`config.mk`:
```
export PLATFORM = sky130hd
export DESIGN_NAME = length_framed_crc16_check_append_core
export DESIGN_NICKNAME = d
export VERILOG_FILES = /design/src/rtl/lfcrc_pkg.sv /design/src/rtl/length_framed_crc16_check_append_core.sv /design/src/rtl/lfcrc_feed.sv
export SDC_FILE = /design/constraint.sdc
export NUM_CORES = 1
export LEC_CHECK = 0
export BUFFER_PORTS_ARGS = -buffer_cell sky130_fd_sc_hd__buf_2
export CAP_MARGIN = 10
export CORE_UTILIZATION = 55
export CTS_CLUSTER_DIAMETER = 100
export CTS_CLUSTER_SIZE = 40
export DETAILED_ROUTE_END_ITERATION = 16
export GPL_TIMING_DRIVEN = 0
export PLACE_DENSITY_LB_ADDON = 0.3
export SYNTH_ARGS = -nofsm -noshare
export SYNTH_HDL_FRONTEND = slang
export SYNTH_SLANG_ARGS = --single-unit
export TNS_END_PERCENT = 10
```
`constraint.sdc`:
```
create_clock -name clock -period 3.75 [get_ports clock]
set_clock_uncertainty 0.2 [all_clocks]
set_input_delay 0 -clock clock [delete_from_list [all_inputs] [get_ports clock]]
set_output_delay 0 -clock clock [all_outputs]
set_load 0.01 [all_outputs]
```
`src/rtl/lfcrc_pkg.sv`:
```
// ----------------------------------------------------------------------------
// lfcrc_pkg
// Shared types and constants for the length-framed CRC-16 check/append core.
// ----------------------------------------------------------------------------
`default_nettype none

package lfcrc_pkg;

   localparam logic [15:0] CRC_POLY  = 16'h8005;
   localparam logic [15:0] LOW_MASK  = 16'h00FF;
   localparam logic [7:0]  MIN_LEN   = 8'd3;
   localparam logic [7:0]  TRAILER   = 8'd2;

   typedef enum logic [2:0] {
      STATUS_BUSY     = 3'd0,
      STATUS_OK       = 3'd1,
      STATUS_MISMATCH = 3'd2,
      STATUS_BADLEN   = 3'd3,
      STATUS_STRAY    = 3'd4
   } status_type;

endpackage

`default_nettype wire

```
`src/rtl/length_framed_crc16_check_append_core.sv`:
```
// ----------------------------------------------------------------------------
// length_framed_crc16_check_append_core
// Length-framed packet checker / CRC-16 appender, one byte per transfer.
// ----------------------------------------------------------------------------
// The block takes one byte per clock while req_stall is low and returns one
// result byte per byte taken. Each byte passes an input register, then the
// framing logic and the unrolled eight-bit CRC update write the result
// register. A new byte can follow every cycle unless a held result stalls.
// The length byte (start_of_packet) opens a packet; the CRC covers the first
// length-2 bytes. Check mode reports ok or mismatch on the last byte; generate
// mode replaces the two trailing bytes with the CRC, low byte first. A length
// below 3 and a byte with no open packet end at once with an error status.
// req_stall rises only while a held result is stalled on the rsp side.
// ----------------------------------------------------------------------------
`default_nettype none

module length_framed_crc16_check_append_core
   import lfcrc_pkg::*;
(
   input  wire logic       clock,
   input  wire logic       reset,
   input  wire logic       req_valid,
   output logic            req_stall,
   input  wire logic       req_type,
   input  wire logic       req_start_of_packet,
   input  wire logic [7:0] req_data_byte,
   output logic            rsp_valid,
   input  wire logic       rsp_stall,
   output logic [7:0]      rsp_out_byte,
   output logic            rsp_packet_end,
   output logic [2:0]      rsp_status
);

   // input register
   logic       s1_valid_ff, s1_valid_in;
   logic       s1_mode_ff;
   logic       s1_sop_ff;
   logic [7:0] s1_byte_ff;

   // packet state
   logic [15:0] crc_ff, crc_in;
   logic [7:0]  len_ff, len_in;
   logic [7:0]  pos_ff, pos_in;
   logic        gen_ff, gen_in;
   logic        open_ff, open_in;
   logic        lo_bad_ff, lo_bad_in;

   // result register
   logic       rsp_valid_ff, rsp_valid_in;
   logic [7:0] out_byte_ff, out_byte_in;
   logic       end_ff, end_in;
   status_type status_ff, status_in;

   logic        adv;
   logic        work;
   logic [15:0] crc_src;
   logic [15:0] crc_fed;
   logic [7:0]  body;
   logic [7:0]  crc_lo;
   logic [7:0]  crc_hi;

   assign adv       = !rsp_valid_ff || !rsp_stall;
   assign req_stall = !adv;
   assign work      = adv && s1_valid_ff;

   assign crc_src = s1_sop_ff ? 16'h0000 : crc_ff;

   lfcrc_feed u_feed (
      .crc_cur  (crc_src),
      .data     (s1_byte_ff),
      .crc_next (crc_fed)
   );

   assign body   = len_ff - TRAILER;
   assign crc_lo = 8'(crc_ff & LOW_MASK);
   assign crc_hi = 8'((crc_ff >> 8) & LOW_MASK);

   always_comb begin
      s1_valid_in = adv ? req_valid : s1_valid_ff;
      crc_in      = crc_ff;
      len_in      = len_ff;
      pos_in      = pos_ff;
      gen_in      = gen_ff;
      open_in     = open_ff;
      lo_bad_in   = lo_bad_ff;
      out_byte_in = s1_byte_ff;
      end_in      = 1'b0;
      status_in   = STATUS_BUSY;
      if (s1_sop_ff) begin
         if (s1_byte_ff < MIN_LEN) begin
            open_in   = 1'b0;
            end_in    = 1'b1;
            status_in = STATUS_BADLEN;
         end else begin
            crc_in    = crc_fed;
            len_in    = s1_byte_ff;
            pos_in    = 8'd1;
            gen_in    = s1_mode_ff;
            open_in   = 1'b1;
            lo_bad_in = 1'b0;
         end
      end else if (!open_ff) begin
         end_in    = 1'b1;
         status_in = STATUS_STRAY;
      end else if (pos_ff < body) begin
         crc_in = crc_fed;
         pos_in = pos_ff + 8'd1;
      end else if (pos_ff == body) begin
         if (gen_ff) begin
            out_byte_in = crc_lo;
         end else begin
            lo_bad_in = (s1_byte_ff != crc_lo);
         end
         pos_in = pos_ff + 8'd1;
      end else begin
         if (gen_ff) begin
            out_byte_in = crc_hi;
            status_in   = STATUS_OK;
         end else if (lo_bad_ff || (s1_byte_ff != crc_hi)) begin
            status_in = STATUS_MISMATCH;
         end else begin
            status_in = STATUS_OK;
         end
         end_in  = 1'b1;
         open_in = 1'b0;
         pos_in  = 8'd0;
      end
      rsp_valid_in = adv ? s1_valid_ff : rsp_valid_ff;
   end

   always_ff @(posedge clock) begin
      if (reset) begin
         s1_valid_ff  <= 1'b0;
         rsp_valid_ff <= 1'b0;
         crc_ff       <= 16'h0000;
         len_ff       <= 8'd0;
         pos_ff       <= 8'd0;
         gen_ff       <= 1'b0;
         open_ff      <= 1'b0;
         lo_bad_ff    <= 1'b0;
      end else begin
         s1_valid_ff  <= s1_valid_in;
         rsp_valid_ff <= rsp_valid_in;
         if (work) begin
            crc_ff    <= crc_in;
            len_ff    <= len_in;
            pos_ff    <= pos_in;
            gen_ff    <= gen_in;
            open_ff   <= open_in;
            lo_bad_ff <= lo_bad_in;
         end
      end
   end

   // payload registers: the input stage loads whenever it advances, the result stage on a transfer
   always_ff @(posedge clock) begin
      if (adv) begin
         s1_mode_ff <= req_type;
         s1_sop_ff  <= req_start_of_packet;
         s1_byte_ff <= req_data_byte;
      end
      if (work) begin
         out_byte_ff <= out_byte_in;
         end_ff      <= end_in;
         status_ff   <= status_in;
      end
   end

   assign rsp_valid      = rsp_valid_ff;
   assign rsp_out_byte   = out_byte_ff;
   assign rsp_packet_end = end_ff;
   assign rsp_status     = status_ff;

`ifndef SYNTHESIS
   a_end_matches_status: assert property (@(posedge clock) disable iff (reset)
      rsp_valid_ff |-> (end_ff == (status_ff != STATUS_BUSY)))
      else $error("packet_end disagrees with status");

   a_open_len: assert property (@(posedge clock) disable iff (reset)
      open_ff |-> (len_ff >= MIN_LEN))
      else $error("open packet with short length");

   a_open_pos: assert property (@(posedge clock) disable iff (reset)
      open_ff |-> ((pos_ff != 8'd0) && (pos_ff < len_ff)))
      else $error("byte position out of range");

   a_hold_state: assert property (@(posedge clock) disable iff (reset)
      !work |=> $stable(crc_ff) && $stable(pos_ff) && $stable(open_ff))
      else $error("packet state changed without a transfer");
`endif

endmodule

`default_nettype wire

```
`src/rtl/lfcrc_feed.sv`:
```
// ----------------------------------------------------------------------------
// lfcrc_feed
// One-byte CRC-16 update, polynomial 0x8005, data bits fed LSB first.
// ----------------------------------------------------------------------------
`default_nettype none

module lfcrc_feed
   import lfcrc_pkg::*;
(
   input  wire logic [15:0] crc_cur,
   input  wire logic [7:0]  data,
   output logic      [15:0] crc_next
);

   logic [15:0] acc;

   always_comb begin
      acc = crc_cur;
      for (int i = 0; i < 8; i++) begin
         if (data[i] ^ acc[15]) begin
            acc = {acc[14:0], 1'b0} ^ CRC_POLY;
         end else begin
            acc = {acc[14:0], 1'b0};
         end
      end
      crc_next = acc;
   end

endmodule

`default_nettype wire

```
# Word-level counts from Yosys, hierarchy flattened
# Index checks and enable logic that the tools add are counted.
[totals] ff_bits=59 input_bits=14 out_inout_bits=14 word_cells=101
[classes] add_sub_neg=2 magnitude_cmp=2 n_eq_ne=6 n_mux=47 bitwise_logic=17 n_reduce_logical=13
[op_table] cell="$mux W16" count=13
[op_table] cell="$mux W8" count=11
[op_table] cell="$not A3 Y3" count=8
[op_table] cell="$mux W1" count=16
[op_table] cell="$ne A8 B8 Y1" count=2
[op_table] cell="$mux W2" count=5
[op_table] cell="$add A8 B1 Y8 const B" count=1
[op_table] cell="$eq A8 B8 Y1" count=1
[op_table] cell="$lt A8 B2 Y1 const B" count=1
[op_table] cell="$lt A8 B8 Y1" count=1
[op_table] cell="$sub A8 B2 Y8 const B" count=1
[op_table] cell="$xor A1 B1 Y1" count=8
[op_table] cell="$mux W3" count=2
[op_table] cell="$ne A2 B2 Y1 const B" count=3
[op_table] cell="$reduce_and A3 Y1" count=2
[op_table] cell="$reduce_and A6 Y1" count=1
[op_table] cell="$reduce_bool A2 Y1" count=3
[op_table] cell="$reduce_and A4 Y1" count=1
[op_table] cell="$logic_not A1 Y1" count=3
[op_table] cell="$logic_or A1 B1 Y1" count=2
[op_table] cell="$logic_and A1 B1 Y1" count=1
[op_table] cell="$not A1 Y1" count=1

# Logic depth before layout (Yosys ltp)
# Gate-level depths: netlist of the first run.
[depth] ltp_word=20 ltp_mapped=13 mapped_depth_nobuf=12

# Modules after synthesis
# From an unflattened synthesis of the first run, not the netlist that was laid out.
[unflattened] cells_unflattened=340 hier_area_um2=3409.5
[by_module_without_submodules] mod="length_framed_crc16_check_append_core" n_inst=1 cells_each=312 area_each_um2=3111.7
[by_module_without_submodules] mod="lfcrc_feed" n_inst=1 cells_each=28 area_each_um2=297.8

# Least setup slack after synthesis of the first run
# Ideal clock, no wire load.
[synth_timing] path_kind="register to register" startpoint="register len_ff[1]" endpoint="register pos_ff[6]" setup_ns=0.060 arrival_time_ns=2.443 required_ns=3.490 setup_slack_ns=1.047 path_stages_with_launch=12 n_path_buf=0 synth_period_minus_slack_ns=2.703 path_cell_list="dfxtp_1 inv_1 ha_1 nand2_1 nor3_1 xnor2_1 ha_1 a21oi_1 nand3_1 a21oi_2 a31o_2 and3_1"
[synth_via] elab_chain_len=6 elab_cells_between_ends=7 classes_between="1 x add/sub; 1 x order compare; 1 x eq/ne; 4 x mux"
[synth_rtl] element="start, declared" line_no="length_framed_crc16_check_append_core.sv:42" source="logic [7:0] len_ff, len_in;"
[synth_rtl] element="start signal, assigned" line_no="length_framed_crc16_check_append_core.sv:146" source="len_ff <= len_in;"
[synth_rtl] element="$sub A8 B2 Y8 (*)" line_no="length_framed_crc16_check_append_core.sv:74" source="assign body = len_ff - TRAILER;"
[synth_rtl] element="parallel branches: the longest is 2 deep, another holds $lt A8 B8 Y1"
[synth_rtl] element="$mux W8 (*)" line_no="length_framed_crc16_check_append_core.sv:105" source="end else if (pos_ff < body) begin"
[synth_rtl] element="$mux W8 (*)" line_no="length_framed_crc16_check_append_core.sv:102" source="end else if (!open_ff) begin"
[synth_rtl] element="$mux W8 (*)" line_no="length_framed_crc16_check_append_core.sv:89" source="if (s1_sop_ff) begin"
[synth_rtl] element="end signal, assigned" line_no="length_framed_crc16_check_append_core.sv:147" source="pos_ff <= pos_in;"
[synth_rtl] element="end, declared" line_no="length_framed_crc16_check_append_core.sv:43" source="logic [7:0] pos_ff, pos_in;"
# Mark *: on every way between the ends. The select of a mux whose other input is x is not followed.
# A chain may end at the register's enable or synchronous reset.

# Worst setup path in the final report of the first run
[layout_timing] startpoint="register len_ff[1]" endpoint="register pos_ff[3]"
# The elaborated chain is that of the path after synthesis.

==> impl_metrics.py, run 1 <==
metrics = {
    "critical_path": {
        "crit_type": "reg -> reg",
        "worstPathRequired_ns": 3.81,
        "rr_startpoint": "len_ff[1]",
        "cp-startpoint": "len_ff[1]",
        "reg2regPathDepth": 11,
        "reg2reg_setup_slack_ns": 0.58,
        "startpoint_type": "register",
        "cp_slowest_cell": "a21oi_1",
        "crit_path_end": "pos_ff[3]",
        "crit_chain": "inv_1 -> ha_1 -> nand2_1 -> nor3_1 -> xnor2_1 -> ha_1 -> a21oi_1 -> nand3_1 -> a21oi_2 -> nand4b_1 -> a21oi_1",
        "path_max_fanout": 10,
        "max_stage_delay_ns": 0.54,
        "reg2reg_to": "pos_ff[3]",
        "critPathArrivalTime_ns": 3.23,
        "cp-end-kind": "register",
    },
    "clock_network": {
        "cts_buffers": 9,
        "cts_resized": 0,
        "h-tree-depth": 3,
        "cts_sinks": 59,
        "clkLatencyLatePin_ns": 0.34,
        "cts_max_path_buffers": 2,
        "cts_root_buf": "clkbuf_8",
        "cts_tree": "yes",
        "clk_pin_slew_worst_paths_ns": 0.06,
    },
    "synth": {
        "synth_area_sq_um": 3354,
        "synth_edf_count": 22,
        "synth.ff_latch_count": 59,
        "yosys_warnings": 0,
        "ys_seq_area_share_pct": 41.78,
        "synth_flop_cell": "dfxtp_1",
        "syn-mean-instance-area_sq_um": 10.13,
        "ys_types": 53,
        "synth_cells": 331,
        "synth_nets": 355,
        "async_reset_ff_share_pct": 0,
    },
    "floorplanning": {
        "die_area_sq_um": 6415,
        "die_h_um": 80.10,
        "core_area_sq_um": 5886,
        "num_io_pins": 28,
        "rows": 28,
        "die_w_um": 80.10,
        "initial_core_util_pct": 56.99,
    },
    "route": {
        "drt-initial-drc-count": 272,
        "num_vias": 2581,
        "wirelength_mm": 7.323,
        "drc_errors": 0,
        "dr.pass1.iters": 4,
        "routed_via_density": 5.611,
        "wl_per_cell_um": 15.92,
        "ant_nets": 0,
    },
    "global_routing": {
        "grt-ovfl-total": 0,
        "antenna_found_initial": 0,
        "grt_usage_pct": 25.33,
        "first_global_vias": 2382,
        "grt_max_degree": 17,
        "grt_pass1_wl_mm": 11.82,
    },
    "timing": {
        "fin_crit_sh_pct": 84.60,
        "rsz0062_at_grt": "false",
        "hold_viol_final": 0,
        "finalSetupTns_ns": 0,
        "tightestPinTransition_ns": 0.6433,
        "slew_viol_final": 0,
        "setup_violations": 0,
        "fin_crit_ns": 3.173,
        "max_slew_margin_pct": 57.11,
        "clock.fmax_mhz": 315.2,
    },
    "finish": {
        "syn_to_final_growth_pct": 16.71,
        "n_antenna_cell": 0,
        "drive_above_1_share_pct": 19.74,
        "final_util_pct": 66.52,
        "nets": 404,
    },
    "worst_hold_path": {
        "hold_class": "in -> reg",
    },
    "power": {
        "powerDensity_nw_per_um2": 408.9,
        "irDropWorstVdd_mv": 0.2969,
        "p_leak_nw": 1.608,
    },
    "placed_design": {
        "io_buffers": 26,
        "place_congestion": 0.8670,
        "hpwl_mm": 4.951,
    },
    "status": {
        "status": "complete, no violations",
    },
    "job": {
        "cap_violations": 0,
    },
}
worst min path at each step:
stage                                to  cells after the start             start  slack [ns]
after detailed placement     s1_mode_ff                      1          req_type       -0.02
after global placement    s1_byte_ff[0]                      1  req_data_byte[0]       -0.02
final                     s1_byte_ff[7]                      2         rsp_stall        0.08
after global routing      s1_byte_ff[7]                      2         rsp_stall        0.15
after CTS                   s1_valid_ff                      4         rsp_stall        0.07
after floorplan           s1_byte_ff[0]                      0  req_data_byte[0]       -0.10
sequential cells by signal, indices dropped and copies added, names as in the netlist, 3 cells and up:
name / cells
crc_ff: 16
pos_ff: 8
s1_byte_ff: 8
rsp_status: 3
rsp_out_byte: 8
len_ff: 8
logic make-up after synthesis:
kind of cell             share of synthesized area [%]
buffers and inverters                            6.490
flip-flops                                       41.78
AO/OA/AOI/OAI                                    10.74
XOR/XNOR                                         14.77
AND/OR/NAND/NOR                                  14.73
multiplexers                                     7.758
adder cells (fa/ha/maj)                          3.730
metal layers:
metal | share of wire, % | global-route usage [%] | routed length (um) | vias up
met1 | 45 | 33.36 | 3306 | 1220
met3 | 5.7 | 4.318 | 417 | 15
met2 | 47 | 40.43 | 3443 | 96
met5 | 0 | 0 | 0 | -
met4 | 2.1 | 11.96 | 155 | 0
li1 | - | - | - | 1250
metrics by stage:
step	cells	hold slack (ns)	power [W]	setup slack, ns	instance area (sq um)
detailed placement	432	-0.02192	0.0009685	0.6591	3578
global placement	432	-0.02389	0.0009627	0.6948	3578
floorplan	331	-0.1011	0.0009145	1.047	3354
finish	460	0.07601	0.001601	0.5774	3915
CTS	460	0.07497	0.001606	0.5921	3915
global route	460	0.1485	0.001659	0.2733	3915
Yosys cell counts (all sizes together) (2+ instances only):
cell	instances	area, sq um
a211oi	4	30.03
a21oi	22	121.4
a22oi	6	45.04
a31oi	3	18.77
and3	2	12.51
buf	19	165.1
clkbuf	6	22.52
dfxtp	37	740.7
edfxtp	22	660.6
ha	10	125.1
inv	8	30.03
mux2i	26	260.3
nand2	19	71.32
nand3	12	60.06
nand4	2	12.51
nand4b	2	17.52
nor2	42	160.2
nor2b	4	25.02
nor3	6	30.03
nor3b	2	26.28
nor4	3	25.02
o211ai	2	20.02
o21a	3	22.52
o21ai	5	25.02
xnor2	32	295.3
xnor3	2	45.04
xor2	14	130.1
report_power, final:
part	switching [W]	leakage, nW	internal (W)
clock network	0.000248	0.113	0.000386
registers	0.0000201	0.518	0.000694
logic	0.000128	0.976	0.000125
what timing repair did:
item                      CTS  global route
buffers inserted            0             0
hold endpoints to repair   14             0
hold buffers               12             0
layout by cell type (no fill, tap or decap), types with 2 or more instances in the layout:
cell / synthesis / final
clkbuf_1: 6 / 6
mux2i_1: 26 / 26
nor2b_1: 4 / 4
xnor3_1: 2 / 2
a21oi_2: 3 / 3
xnor2_1: 30 / 30
xor2_1: 13 / 13
nor2_1: 41 / 41
nand3_1: 12 / 12
inv_1: 8 / 8
dfxtp_1: 37 / 37
bufinv_16: 0 / 2
ha_1: 10 / 10
a31oi_1: 3 / 3
a211oi_1: 4 / 4
clkinv_2: 0 / 3
o21ai_0: 5 / 5
dlygate4sd3_1: 0 / 12
xnor2_2: 2 / 2
o21a_1: 3 / 3
nand2_1: 19 / 19
buf_4: 9 / 9
nor4_1: 2 / 2
buf_2: 3 / 29
buf_6: 6 / 6
and3_1: 2 / 2
a22oi_1: 6 / 6
nand4b_1: 2 / 2
a21oi_1: 19 / 19
nand4_1: 2 / 2
clkbuf_8: 0 / 10
nor3_1: 6 / 6
edfxtp_1: 22 / 22
critical path: cells and delay by family, from the launching register on:
family / cells / cell delay (ns)
AO/OA/AOI/OAI: 3 / 1.18
AND/OR/NAND/NOR: 4 / 0.71
adder cells (fa/ha/maj): 2 / 0.43
flip-flops: 1 / 0.35
XOR/XNOR: 1 / 0.15
buffers and inverters: 1 / 0.07
cell type report:
type,count,area [sq um]
clock buffers,10,137.6
well taps,75,93.84
multi-input cells,239,1735
clock inverters,6,78.83
repair buffers,38,250.2
flip-flops and latches,59,1401
inverters,8,30.03
plain buffers,25,187.7
fillers,459,1971
Note: power is estimated with default switching activity, not from simulation.
==> inputs of run 2 (changes only) <==
--- a/config.mk
+++ b/config.mk
@@ -7,7 +7,7 @@
 export LEC_CHECK = 0
 export BUFFER_PORTS_ARGS = -buffer_cell sky130_fd_sc_hd__buf_2
 export CAP_MARGIN = 10
-export CORE_UTILIZATION = 55
+export CORE_UTILIZATION = 54
 export CTS_CLUSTER_DIAMETER = 100
 export CTS_CLUSTER_SIZE = 40
 export DETAILED_ROUTE_END_ITERATION = 16
==> constraint.sdc (replaced) <==
create_clock -name clock -period 2.9 [get_ports clock]
set_clock_uncertainty 0.2 [all_clocks]
set_input_delay 0 -clock clock [delete_from_list [all_inputs] [get_ports clock]]
set_output_delay 0 -clock clock [all_outputs]
set_load 0.01 [all_outputs]
==> impl_metrics.py, run 2 (synthesis gave the netlist of run 1 again) <==
metrics = {
    "status": {
        "status": "complete, no violations",
    },
    "power": {
        "powerDensity_nw_per_um2": 524.2,
        "p_leak_nw": 1.639,
        "irDropWorstVdd_mv": 0.3537,
    },
    "placed_design": {
        "io_buffers": 26,
        "place_congestion": 0.8665,
        "dp_slack_ns": -0.2053,
        "hpwl_mm": 5.140,
    },
    "critical_path": {
        "cp_slowest_cell": "dfxtp_4",
        "cp-end-kind": "register",
        "path_max_fanout": 10,
        "worstPathRequired_ns": 2.92,
        "startpoint_type": "register",
        "crit_chain": "inv_1 -> ha_2 -> nand2_1 -> xor2_1 -> ha_1 -> nand3_1 -> o21a_1 -> a211o_1 -> o211ai_2 -> buf_6 -> buf_8 -> mux2i_1 -> nor2_1",
        "max_stage_delay_ns": 0.36,
        "crit_type": "reg -> reg",
        "critPathArrivalTime_ns": 2.81,
    },
    "clock_network": {
        "cts_max_path_buffers": 2,
        "cts_tree": "yes",
        "h-tree-depth": 3,
        "clkLatencyLatePin_ns": 0.35,
        "cts_root_buf": "clkbuf_8",
        "clk_pin_slew_worst_paths_ns": 0.08,
        "cts_sinks": 59,
        "cts_buffers": 9,
    },
    "global_routing": {
        "grt_max_degree": 17,
        "antenna_found_initial": 0,
        "first_global_vias": 2446,
        "grt_pass1_wl_mm": 11.91,
        "grt-ovfl-total": 0,
        "grt_usage_pct": 24.87,
    },
    "route": {
        "dr.pass1.iters": 4,
        "drc_errors": 0,
        "wirelength_mm": 7.441,
        "num_vias": 2591,
        "routed_via_density": 5.572,
        "ant_nets": 0,
        "drt-initial-drc-count": 223,
        "wl_per_cell_um": 16.00,
    },
    "floorplanning": {
        "die_h_um": 80.82,
        "initial_core_util_pct": 56.32,
        "die_w_um": 80.82,
        "core_area_sq_um": 5956,
        "die_area_sq_um": 6531,
        "num_io_pins": 28,
        "rows": 28,
    },
    "finish": {
        "largest_reg_flops": 16,
        "n_antenna_cell": 0,
        "syn_to_final_growth_pct": 19.81,
        "layout_common_cells": "nor2_1 (41), dfxtp_1 (35), xnor2_1 (30), buf_2 (29), mux2i_1 (26)",
        "layout_commonest_cell": "nor2_1",
        "regMostFlops": "crc_ff",
        "nets": 409,
        "drive_above_1_share_pct": 23.08,
    },
    "timing": {
        "fin_crit_ns": 2.793,
        "setup_ws_ns": 0.1070,
        "rsz0062_at_grt": "true",
        "tightestPinTransition_ns": 0.5253,
        "finalSetupTns_ns": 0,
        "clock.fmax_mhz": 358.0,
        "holdWs_ns": 0.09807,
        "max_slew_margin_pct": 64.98,
        "setup_violations": 0,
        "hold_viol_final": 0,
        "fin_crit_sh_pct": 96.31,
        "slew_viol_final": 0,
    },
    "worst_hold_path": {
        "hold_class": "in -> reg",
    },
    "job": {
        "cap_violations": 0,
    },
}
## run 2: cell count changes in the layout (fill, tap and decap cells not counted), sizes merged
| cell | change |
|---|---|
| clkbuf | -2 |
| buf | +6 |
| inv | +2 |
| clkinvlp | +2 |
| clkinv | -3 |
## run 2: final timing paths
| kind | start | end | slack [ns] | depth (start not counted) |
|---|---|---|---|---|
| max | len_ff[1] | crc_ff[9] | 0.11 | 13 |
| min | rsp_stall | s1_byte_ff[0] | 0.1 | 2 |
| max reg2reg | len_ff[1] | crc_ff[9] | 0.11 | 13 |
| min reg2reg | s1_valid_ff | s1_valid_ff | 0.28 | 2 |
## run 2: worst max-delay path, delay by kind of cell (launching register included)
family	cells	cell delay, ns
compound gates	3	0.62
simple gates	3	0.24
flops	1	0.36
fa+ha+maj	2	0.49
buf+inv	3	0.39
mux	1	0.19
xor+xnor	1	0.15
## run 2: area by class of cell
type	instances	area, sq um
multi-input combinational	239	1787
buffer	25	191.4
inverter	8	30.03
timing repair buffer	43	287.8
fill	466	1937
sequential	59	1406
tap	75	93.84
clock inverter	7	98.84
clock buffer	9	123.9
## run 2: stage by stage
stage	util, %	cell area [sq um]	power (W)	std cells
floorplan	-	3354	0.001183	331
global placement	60.08	3578	0.001243	432
detailed placement	60.08	3578	0.001255	432
CTS	65.92	3926	0.002105	460
global route	67.48	4019	0.002184	465
finish	67.48	4019	0.002107	465
## run 2: metal layers
layer	part of all wire [%]	global-route usage [%]	vias up
li1	-	-	1269
met1	47	33.21	1231
met2	46	39.33	80
met3	4.9	4.270	11
met4	1.8	11.25	0
met5	0	0	-
## run 2: power by group
| part | switching, W | internal, W | total [W] |
|---|---|---|---|
| logic | 0.000171 | 0.000165 | 0.000336 |
| clock network | 0.000360 | 0.000488 | 0.000847 |
| registers | 0.0000271 | 0.000896 | 0.000923 |
## run 2: timing repair
| action | CTS | global route |
|---|---|---|
| endpoints found under the hold margin | 13 | 0 |
| hold buffers | 12 | 0 |
| gates resized for setup | 2 | 14 |
| setup endpoints to repair | 16 | 19 |
| setup buffers | 0 | 5 |
| pin swaps | 0 | 8 |
==> inputs of run 3 (changes only) <==
--- a/config.mk
+++ b/config.mk
@@ -7,9 +7,10 @@
 export LEC_CHECK = 0
 export BUFFER_PORTS_ARGS = -buffer_cell sky130_fd_sc_hd__buf_2
 export CAP_MARGIN = 10
+export CORE_ASPECT_RATIO = 1.75
 export CORE_UTILIZATION = 54
 export CTS_CLUSTER_DIAMETER = 100
-export CTS_CLUSTER_SIZE = 40
+export CTS_CLUSTER_SIZE = 10
 export DETAILED_ROUTE_END_ITERATION = 16
 export GPL_TIMING_DRIVEN = 0
 export PLACE_DENSITY_LB_ADDON = 0.3
==> impl_metrics.py, run 3 (synthesis gave the netlist of run 1 again) <==
metrics = {
    "clock_network": {
        "cts_tree": "yes",
        "clkLatencyLatePin_ns": 0.35,
        "cts_max_path_buffers": 2,
        "cts_buffers": 9,
        "h-tree-depth": 3,
        "cts_root_buf": "clkbuf_8",
        "cts_sinks": 59,
        "clk_pin_slew_worst_paths_ns": 0.06,
    },
    "global_routing": {
        "grt-ovfl-total": 0,
        "grt_max_degree": 17,
        "grt_usage_pct": 26.01,
        "first_global_vias": 2632,
        "antenna_found_initial": 0,
        "grt_pass1_wl_mm": 12.11,
    },
    "critical_path": {
        "reg2reg_setup_slack_ns": 0.07,
        "crit_type": "reg -> reg",
        "crit_path_end": "crc_ff[9]",
        "cp-startpoint": "len_ff[1]",
        "reg2reg_to": "crc_ff[9]",
        "startpoint_type": "register",
        "path_max_fanout": 6,
        "critPathArrivalTime_ns": 2.84,
        "cp-end-kind": "register",
        "worstPathRequired_ns": 2.91,
        "reg2regPathDepth": 14,
        "rr_startpoint": "len_ff[1]",
    },
    "power": {
        "irDropWorstVdd_mv": 0.4744,
        "power.switching_w": 0.0005151,
        "combinationalPowerShare_pct": 18.3,
        "p_total_w": 0.001938,
        "clock_power_share_pct": 34.1,
        "p_int_w": 0.001423,
        "switching_share_pct": 26.58,
        "powerDensity_nw_per_um2": 478.6,
        "seq_power_share_pct": 47.6,
        "p_leak_nw": 1.655,
    },
    "timing": {
        "max_slew_margin_pct": 63.71,
        "fin_crit_sh_pct": 97.49,
        "hold_viol_final": 0,
        "fin_crit_ns": 2.827,
        "clock.fmax_mhz": 353.7,
        "slew_viol_final": 0,
        "tightestPinTransition_ns": 0.5444,
        "setup_violations": 0,
    },
    "floorplanning": {
        "die_h_um": 106.3,
        "core_area_sq_um": 5926,
        "die_w_um": 61.58,
        "num_io_pins": 28,
        "rows": 37,
        "initial_core_util_pct": 56.61,
        "die_area_sq_um": 6544,
    },
    "finish": {
        "layout_common_cells": "nor2_1 (41), dfxtp_1 (35), xnor2_1 (30), buf_2 (30), mux2i_1 (26)",
        "num-fill-cells": 489,
        "multi_input_area_sq_um": 1818,
        "drive_above_1_share_pct": 24.56,
        "layout_commonest_cell": "nor2_1",
        "n_antenna_cell": 0,
        "regArea_sq_um": 1406,
        "nets": 414,
        "syn_to_final_growth_pct": 20.74,
        "regMostFlops": "crc_ff",
        "largest_reg_flops": 16,
        "final_util_pct": 68.35,
    },
    "route": {
        "drc_errors": 0,
        "dr.pass1.iters": 5,
        "wl_per_cell_um": 16.67,
        "ant_nets": 0,
        "wirelength_mm": 7.886,
        "routed_via_density": 5.522,
        "num_vias": 2612,
        "drt-initial-drc-count": 173,
    },
    "job": {
        "cap_violations": 0,
    },
    "placed_design": {
        "place_congestion": 0.8730,
        "io_buffers": 26,
        "hpwl_mm": 5.389,
    },
    "status": {
        "status": "complete, no violations",
    },
    "worst_hold_path": {
        "hold_class": "in -> reg",
    },
}
==> run 3: timing repair <==
action / CTS / global route
hold buffers: 12 / 0
endpoints found under the setup margin: 24 / 25
cloned: 0 / 3
pin swaps: 2 / 10
buffers inserted: 3 / 4
endpoints found under the hold margin: 14 / 0
gates resized for setup: 6 / 13
==> run 3: worst min path at each step <==
| stage | from | endpoint | slack, ns | cells past startpoint |
|---|---|---|---|---|
| 2_1_floorplan | req_data_byte[0] | s1_byte_ff[0] | -0.10 | 0 |
| 3_3_place_gp | req_start_of_packet | s1_sop_ff | -0.02 | 1 |
| 3_5_place_dp | req_data_byte[5] | s1_byte_ff[5] | -0.02 | 1 |
| 4_1_cts | rsp_stall | s1_mode_ff | 0.09 | 2 |
| 6_report | rsp_stall | s1_byte_ff[3] | 0.09 | 2 |
| 5_1_grt | rsp_stall | s1_byte_ff[4] | 0.14 | 2 |
==> run 3: worst max-delay path, cell delays in order, from the launching register on <==
cell,delay [ns]
dfxtp_4,0.36
inv_1,0.06
ha_4,0.16
xnor2_1,0.12
ha_1,0.31
and4b_1,0.19
o211ai_1,0.08
buf_4,0.16
buf_4,0.13
a211o_1,0.26
o211ai_2,0.11
buf_6,0.19
buf_8,0.12
mux2i_1,0.18
nor2_1,0.05
==> run 3: metrics by stage <==
step	hold WS, ns	cell area (sq um)	setup TNS, ns	setup WS (ns)	cells
3_3_place_gp	-0.02345	3582	-1.826	-0.2152	435
3_5_place_dp	-0.02191	3582	-2.794	-0.2787	435
5_1_grt	0.1438	4050	-0.1680	-0.03657	473
6_report	0.08914	4050	0	0.07290	473
2_1_floorplan	-0.1011	3354	0	0.1967	331
4_1_cts	0.08919	3920	0	0.01424	466
==> run 3: cell type report <==
| class | count | share of cell area, % |
|---|---|---|
| clock buffer | 13 | 3.923 |
| sequential | 59 | 34.72 |
| multi-input combinational | 240 | 44.89 |
| timing repair buffer | 47 | 8.217 |
| tap | 78 | 2.410 |
| clock inverter | 3 | 0.3707 |
| inverter | 8 | 0.7414 |
| buffer | 25 | 4.727 |
==> run 3: power by group through the flow <==
stage	registers (W)	clock network [W]	logic, W
floorplan	0.000938	0	0.000244
global placement	0.000940	0	0.000310
detailed placement	0.000941	0	0.000315
CTS	0.000923	0.000667	0.000332
global route	0.000926	0.000711	0.000381
finish	0.000923	0.000662	0.000354
==> run 3: routing by layer <==
metal,routed length (um),part of all wire (%),global-route usage (%)
met2,4271,54,43.09
met1,2976,38,27.00
met3,326,4.1,8.881
met4,312,4.0,15.40
met5,0,0,0
